<file path="src/hw/rtl/sitoa_pkg.sv">
// Shared types, constants and conversion step for the signed integer to decimal text block.
`timescale 1ns / 1ps

package sitoa_pkg;

  localparam int ValueW        = 32;
  localparam int DigitW        = 4;
  localparam int NumDigits     = 10;
  localparam int BcdW          = NumDigits * DigitW;
  localparam int StepsPerStage = 4;
  localparam int DabbleStages  = ValueW / StepsPerStage;
  localparam int PosW          = 4;
  localparam int CharW         = 8;

  localparam logic [CharW-1:0] CharMinus = 8'd45;
  localparam logic [CharW-1:0] CharZero  = 8'd48;

  typedef logic [ValueW-1:0]        mag_t;
  typedef logic [BcdW-1:0]          bcd_t;
  typedef logic [PosW-1:0]          pos_t;
  typedef logic [CharW-1:0]         char_t;
  typedef logic [DigitW-1:0]        digit_t;
  typedef logic [BcdW+ValueW-1:0]   dabble_t;

  // Shift-and-add-3 conversion: StepsPerStage binary bits move into the BCD field.
  function automatic dabble_t dabble_stage(input bcd_t bcd_in, input mag_t bin_in);
    dabble_t acc;
    acc = {bcd_in, bin_in};
    for (int t = 0; t < StepsPerStage; t++) begin
      for (int d = 0; d < NumDigits; d++) begin
        if (acc[ValueW + d*DigitW +: DigitW] >= digit_t'(5)) begin
          acc[ValueW + d*DigitW +: DigitW] = acc[ValueW + d*DigitW +: DigitW] + digit_t'(3);
        end
      end
      acc = {acc[BcdW+ValueW-2:0], 1'b0};
    end
    return acc;
  endfunction

endpackage

</file>
<file path="src/hw/rtl/signed_int_to_decimal_ascii.sv">
// Signed 32-bit integer to decimal ASCII character stream, top level.
`timescale 1ns / 1ps

// Each accepted 32-bit two's complement integer comes out as its decimal text, one ASCII
// character per output transaction, most significant digit first, with a leading '-' for
// negative values and tlast on the final character. Zero gives a single '0'; the most
// negative value gives "-2147483648". A run is 1 to 11 characters. Conversion runs in a
// ten-stage pipeline (magnitude, eight binary-to-BCD stages of four bits each, leading
// digit search), so the first character is offered once the leading digit stage has
// handed its run to the output serialiser.
// The output character serialiser sets the rate: a number whose text is n characters
// holds the output for n transactions. Further inputs are accepted while it sends, and
// with m_tready held high the next run follows its predecessor's last character at once.
// Once a finished run waits in the leading digit stage, the whole pipeline holds in place
// until the serialiser loads it, so a stall on the output also holds the pipeline.
module signed_int_to_decimal_ascii (
  input  logic                clk,
  input  logic                rst,
  input  logic                s_tvalid,
  output logic                s_tready,
  input  logic signed [31:0]  s_tdata,   // [31:0] value
  output logic                m_tvalid,
  input  logic                m_tready,
  output logic [7:0]          m_tdata,   // [7:0] character
  output logic                m_tlast    // last character of the run
);

  localparam int NS = sitoa_pkg::DabbleStages;

  // Pipeline stage registers: index 0 holds the magnitude, index NS the finished BCD.
  logic [NS:0]           dv;
  sitoa_pkg::bcd_t       dbcd [0:NS];
  sitoa_pkg::mag_t       dbin [0:NS];
  logic [NS:0]           dneg;
  sitoa_pkg::dabble_t    dab_next [0:NS-1];

  // Leading digit stage.
  logic                  tv;
  sitoa_pkg::bcd_t       tbcd;
  logic                  tneg;
  sitoa_pkg::pos_t       tpos;
  sitoa_pkg::pos_t       tpos_next;

  // Output serialiser.
  logic                  busy;
  logic                  sneg;
  sitoa_pkg::pos_t       spos;
  sitoa_pkg::bcd_t       sbcd;

  sitoa_pkg::mag_t       raw;
  sitoa_pkg::mag_t       mag;
  sitoa_pkg::digit_t     cur_digit;
  logic                  last_char;
  logic                  take;
  logic                  load;
  logic                  adv;

  // Magnitude in unsigned arithmetic, so the most negative value needs no special case.
  assign raw = sitoa_pkg::mag_t'(s_tdata);
  assign mag = raw[sitoa_pkg::ValueW-1] ? (~raw + 1'b1) : raw;

  always_comb begin
    for (int s = 0; s < NS; s++) begin
      dab_next[s] = sitoa_pkg::dabble_stage(dbcd[s], dbin[s]);
    end
  end

  // Position of the most significant non-zero digit; zero keeps position 0.
  always_comb begin
    tpos_next = '0;
    for (int d = 0; d < sitoa_pkg::NumDigits; d++) begin
      if (dbcd[NS][d*sitoa_pkg::DigitW +: sitoa_pkg::DigitW] != '0) begin
        tpos_next = sitoa_pkg::pos_t'(d);
      end
    end
  end

  // Handshake: the serialiser takes a new run when empty or when its last character leaves;
  // the pipeline advances whenever its final stage is empty or being taken.
  assign last_char = !sneg && (spos == '0);
  assign take      = busy && m_tready;
  assign load      = tv && (!busy || (m_tready && last_char));
  assign adv       = !tv || load;
  assign s_tready  = adv;

  always_ff @(posedge clk) begin
    if (rst) begin
      dv <= '0;
      tv <= 1'b0;
    end else if (adv) begin
      dv <= {dv[NS-1:0], s_tvalid};
      tv <= dv[NS];
    end
  end

  always_ff @(posedge clk) begin
    if (adv) begin
      dbcd[0] <= '0;
      dbin[0] <= mag;
      dneg[0] <= s_tdata[sitoa_pkg::ValueW-1];
      for (int s = 0; s < NS; s++) begin
        dbcd[s+1] <= dab_next[s][sitoa_pkg::ValueW +: sitoa_pkg::BcdW];
        dbin[s+1] <= dab_next[s][sitoa_pkg::ValueW-1:0];
        dneg[s+1] <= dneg[s];
      end
      tbcd <= dbcd[NS];
      tneg <= dneg[NS];
      tpos <= tpos_next;
    end
  end

  // Serialiser control: emit '-' first when negative, then count digits down to zero.
  always_ff @(posedge clk) begin
    if (rst) begin
      busy <= 1'b0;
      sneg <= 1'b0;
    end else if (load) begin
      busy <= 1'b1;
      sneg <= tneg;
    end else if (take) begin
      if (sneg) begin
        sneg <= 1'b0;
      end else if (spos == '0) begin
        busy <= 1'b0;
      end
    end
  end

  always_ff @(posedge clk) begin
    if (load) begin
      sbcd <= tbcd;
      spos <= tpos;
    end else if (take && !sneg && (spos != '0)) begin
      spos <= spos - 1'b1;
    end
  end

  assign cur_digit = sbcd[{spos, 2'b00} +: sitoa_pkg::DigitW];

  assign m_tvalid = busy;
  assign m_tlast  = last_char;
  assign m_tdata  = sneg ? sitoa_pkg::CharMinus
                         : sitoa_pkg::CharZero + {4'b0000, cur_digit};

endmodule

</file>
<file path="config.mk">
export PLATFORM = sky130hd
export DESIGN_NAME = signed_int_to_decimal_ascii
export DESIGN_NICKNAME = d
export VERILOG_FILES = /design/src/hw/rtl/sitoa_pkg.sv /design/src/hw/rtl/signed_int_to_decimal_ascii.sv
export SDC_FILE = /design/constraint.sdc
export NUM_CORES = 1
export LEC_CHECK = 0
export BUFFER_PORTS_ARGS = -buffer_cell sky130_fd_sc_hd__buf_2
export CORE_MARGIN = 2
export CORE_UTILIZATION = 58
export DETAILED_ROUTE_END_ITERATION = 7
export PLACE_DENSITY_LB_ADDON = 0.12
export SLEW_MARGIN = 30
export SYNTH_ARGS = -nofsm -noshare
export SYNTH_HDL_FRONTEND = slang
export SYNTH_SLANG_ARGS = --single-unit
</file>
<file path="constraint.sdc">
create_clock -name clk -period 15.2 [get_ports clk]
set_input_delay 3.04 -clock clk [delete_from_list [all_inputs] [get_ports clk]]
set_output_delay 3.04 -clock clk [all_outputs]
set_load 0.005 [all_outputs]
</file>
-- After elaboration in Yosys (flattened, before gate mapping)
Memory sizes are Yosys's and may differ from the RTL's.
Index checks and enable logic that the tools add are counted.
- add/subtract/negate cells: 323
- multipliers: 0
- div/mod/pow operators: 0
- $lt $le $gt $ge: 320
- equality and inequality tests: 1
- shift operators: 1
- multiplexer cells: 340
- bitwise logic cells: 1
- reductions and logical operators: 27
- operator list (cell ; count):
    4-bit by 3-bit greater-or-equal comparator with 1-bit output, second input constant ; 320
    4-bit two-way mux ; 296
    4-bit by 2-bit adder with 4-bit output, second input constant ; 288
    3-bit by 2-bit adder with 3-bit output, second input constant ; 32
    3-bit two-way mux ; 32
    4-bit nonzero test ; 10
    40-bit by 7-bit variable part select with 4-bit output ; 1
    32-bit by 1-bit adder with 32-bit output, second input constant ; 1
    32-bit two-way mux ; 1
    32-bit NOT ; 1
    1-bit two-way mux ; 10
    6-bit by 4-bit adder with 7-bit output, first input constant ; 1
    7-bit two-way mux ; 1
    1-bit logical AND ; 6
    2-bit nonzero test ; 3
    4-bit logical NOT ; 1
    4-bit by 1-bit subtractor with 4-bit output, second input constant ; 1
    1-bit logical NOT ; 3
    3-bit AND reduction ; 1
    1-bit logical OR ; 2
    2-bit by 1-bit != test with 1-bit output, second input constant ; 1
    2-bit OR reduction ; 1
- register bits: 110
- bits in latches: 0
- RAM bits: 648
- memory bits (read-only): 0
- bits of input ports: 36
- output and inout bits: 11
- word-level logic and storage cells: 1026
- memories kept: 2
- memory list (memory ; words ; width ; read ports ; clocked after Yosys merged registers in ; write ports ; RTL line ; text):
    dbcd ; 9 ; 40 ; 9 ; 0 ; 9 ; signed_int_to_decimal_ascii.sv:32 ; sitoa_pkg::bcd_t dbcd [0:NS];
    dbin ; 9 ; 32 ; 8 ; 0 ; 9 ; signed_int_to_decimal_ascii.sv:33 ; sitoa_pkg::mag_t dbin [0:NS];

-- Logic depth before layout (Yosys ltp)
An unclocked memory read counts as a cell.
- depth after elaboration: 10
- mapped depth: 19
- depth with buffers taken out: 19

-- Least setup slack after synthesis
OpenSTA, ideal clock, no wires.
- path kind: input to output
- start: input m_tready
- end: output s_tready
- arrival time: 11.591 ns
- slack: 0.569 ns
- cell stages on the path: 3
- path buffers: 0
- cells stage by stage: nand2_1 o21a_1 nand2_1
- longest elaborated chain between the ends: 4
- RTL lines (what ; RTL line ; text):
    start: declaration ; signed_int_to_decimal_ascii.sv:23 ; input logic m_tready,
    1-bit logical AND ; signed_int_to_decimal_ascii.sv:82 ; assign load = tv && (!busy || (m_tready && last_char));
    1-bit logical OR ; signed_int_to_decimal_ascii.sv:82 ;
    1-bit logical AND ; signed_int_to_decimal_ascii.sv:82 ;
    1-bit logical OR ; signed_int_to_decimal_ascii.sv:83 ; assign adv = !tv || load;
    end: declaration ; signed_int_to_decimal_ascii.sv:20 ; output logic s_tready,
No other way between the ends.

-- Worst setup path after layout
Same ends and word-level chain as after synthesis.

==> flow_summary_export.csv <==
group,metric,value,unit
run_status,status,"finished, final reports clean",
worst_setup_path,slowest_stage,"nand2_4",
synthesis,yosysWarningCount,0,
placement,dpl_worst_slack,8230,ps
clock_tree,clk_pin_slew,60,ps
clock_tree,cts_hold_buf,0,
route,dr.pass1.iters,8,
grt,grt_pass1_wl,99800,um
synthesis,ys_ff_latch,439,
synthesis,synthFlopType,"edfxtp_1",
flow_run,max_cap_viol_count,0,
timing,finalCritPeriodShare,45.8,%
timing,fin_worst_skew,19.0,ps
timing,setup_viol,0,
worst_setup_path,critPathRequiredTime,12160,ps
timing,slew_headroom,36.6,%
worst_setup_path,cp_slowest_stage_delay,310,ps
synthesis,netlist.top_cell.by_area,"edfxtp_1",
synthesis,synth_top_area_share,41.4,%
clock_tree,cts_inserted_buffers,49,
worst_setup_path,cp-end-kind,"primary output",
route,wl_per_cell,14.6,um
synthesis,synth_edf_count,427,
worst_setup_path,crit_path_cell_trace,"buf_2 > nand2_1 > o21a_1 > nand2_4 > buf_2",
timing,fmaxAchievable,0.144,GHz
clock_tree,cts_setup_buffers,0,
timing,rsz0062_at_grt,"no",
timing,period_minus_slack,6960,ps
placement,place_hpwl,40800,um
clock_tree,htreeDepth,2,
clock_tree,cts_resized,0,
worst_setup_path,cp_common_cell,"buf_2",
route,ant_nets,0,
route,drc,0,
die,initial_core_util,58.8,%
synthesis,ys_types,88,
timing,finalMaxSlewViolations,0,
route,drtIter0Drc,1656,
die,core_area,52700,um^2
clock_tree,tritoncts,"built",
timing,worst_slew_pin_slew,944,ps
placement,place_congestion,0.815,
cells_and_area,fin_nets,3427,
clock_tree,root_buffer,"clkbuf_16",
clock_tree,clock_path_buffers,3,
timing,finalWorstSetupSlack,8240,ps
grt,overflow,0,
worst_setup_path,path_class,"primary input to primary output",
timing,tns,0,ps
synthesis,syn_inst,3231,
cells_and_area,drive_gt1_share,8.04,%
worst_setup_path,arrival,3920,ps
synthesis,netlist_area,31000,um^2
die,chipHeight,235,um
worst_setup_path,crit_fanout,16,
clock_tree,clock-sinks,439,
synthesis,yosysMostFrequentCell,"edfxtp_1",
synthesis,postSynthAreaPerCell,9.58,um^2
die,pin_count,47,
timing,hold_violations,0,
grt,grt_max_degree,167,
route,vias,24397,
clock_tree,worstSkewPairLatency,610,ps
synthesis,ys_seq_area_share,42.2,%
grt,grt_pass1_vias,22674,
placement,io_buffers,43,
route,post_drt_via_cell_ratio,6.15,
cells_and_area,area_delta_synth_final,7.65,%
worst_setup_path,start_kind,"primary input",
die,die_w,235,um
synthesis,synthTopCellsByArea,"edfxtp_1, ha_1, o21ai_0",
cells_and_area,antennaDiodeCount,0,
route,wirelength,58100,um
grt,track_usage,20.5,%
die,rows,84,
grt,antenna_found_initial,0,
synthesis,ys_async_sr_fraction,0,%
worst_hold_path,hold_class,"register to register",
synthesis,netlist_top_cells_count,"edfxtp_1, o21ai_0, a21oi_1",
die,die-area,55200,um^2
[cell type report]
class	instances	area, um^2
Clock buffer	63	1280
Clock inverter	24	228
Fill cell	4133	19300
Inverter	189	709
Multi-Input combinational cell	2515	16900
Sequential cell	439	13100
Tap cell	688	861
Timing Repair Buffer	52	303
[metrics by stage]
stage	area, um^2	utilization [%]	hold WS [ps]	instances
floorplan	31000	-	400	3232
CTS	33300	63.2	415	3970
global route	33300	63.3	417	3970
finish	33300	63.3	413	3970
detailed placement	31800	60.3	405	3883
global placement	31800	60.3	401	3883
[logic make-up (layout without fill, tap and decap cells)]
kind of cell	count (synthesis)	in the layout	share of synthesized area [%]
xor gates and xnor gates	184	184	5.28
other	2	3	0.0243
buffers and inverters	278	328	3.43
and+or+nand+nor	861	861	13.3
DFF	439	439	42.2
AOI/OAI and AO/OA	1128	1128	22.9
adders and majority gates	147	147	5.92
muxes	192	192	6.91
[cell usage in the layout (no fill, tap or decap), drive strengths merged, types with 52 or more instances in the layout]
cell type and count:
a21oi 306, buf 52, a31oi 65, nand2b 63
clkbuf 63, mux2 83, mux2i 100, xnor2 155
ha 145, edfxtp 427, nor3 65, o21ai 318
inv 195, nor2 269, nand2 230
[worst max-delay path, delay by kind of cell]
kind            cells  cell delay, ps
buf+inv             2             270
simple gates        2             370
compound gates      1             220
[registers in the layout, indices dropped and copies added (netlist names)]
signal,flops
tneg,1
dneg,9
tpos,4
dv,9
dbin,144
tv,1
spos,4
sbcd,40
m_tvalid,1
sneg,1
tbcd,40
dbcd,185
[layer usage]
metal	wire length, um	GRT usage, %	vias up	part of all wire, %
met4	1200	6.23	0	2.1
met2	28800	36.4	548	50
li1	-	-	12274	-
met1	25600	26.0	11473	44
met3	2410	2.56	102	4.1
met5	0	0	-	0
[worst paths after layout]
check / slack [ps] / cells past startpoint / startpoint / end
setup reg to reg: 10530 / 15 / dbcd[0][208] / dbcd[0][256]
hold reg to reg: 410 / 0 / tbcd[27] / sbcd[27]
hold / removal: 410 / 0 / tbcd[27] / sbcd[27]
setup / recovery: 8240 / 5 / m_tready / s_tready
Power is not shown: default switching activity piles up to over one toggle a cycle in this logic, so the estimate is an artifact.
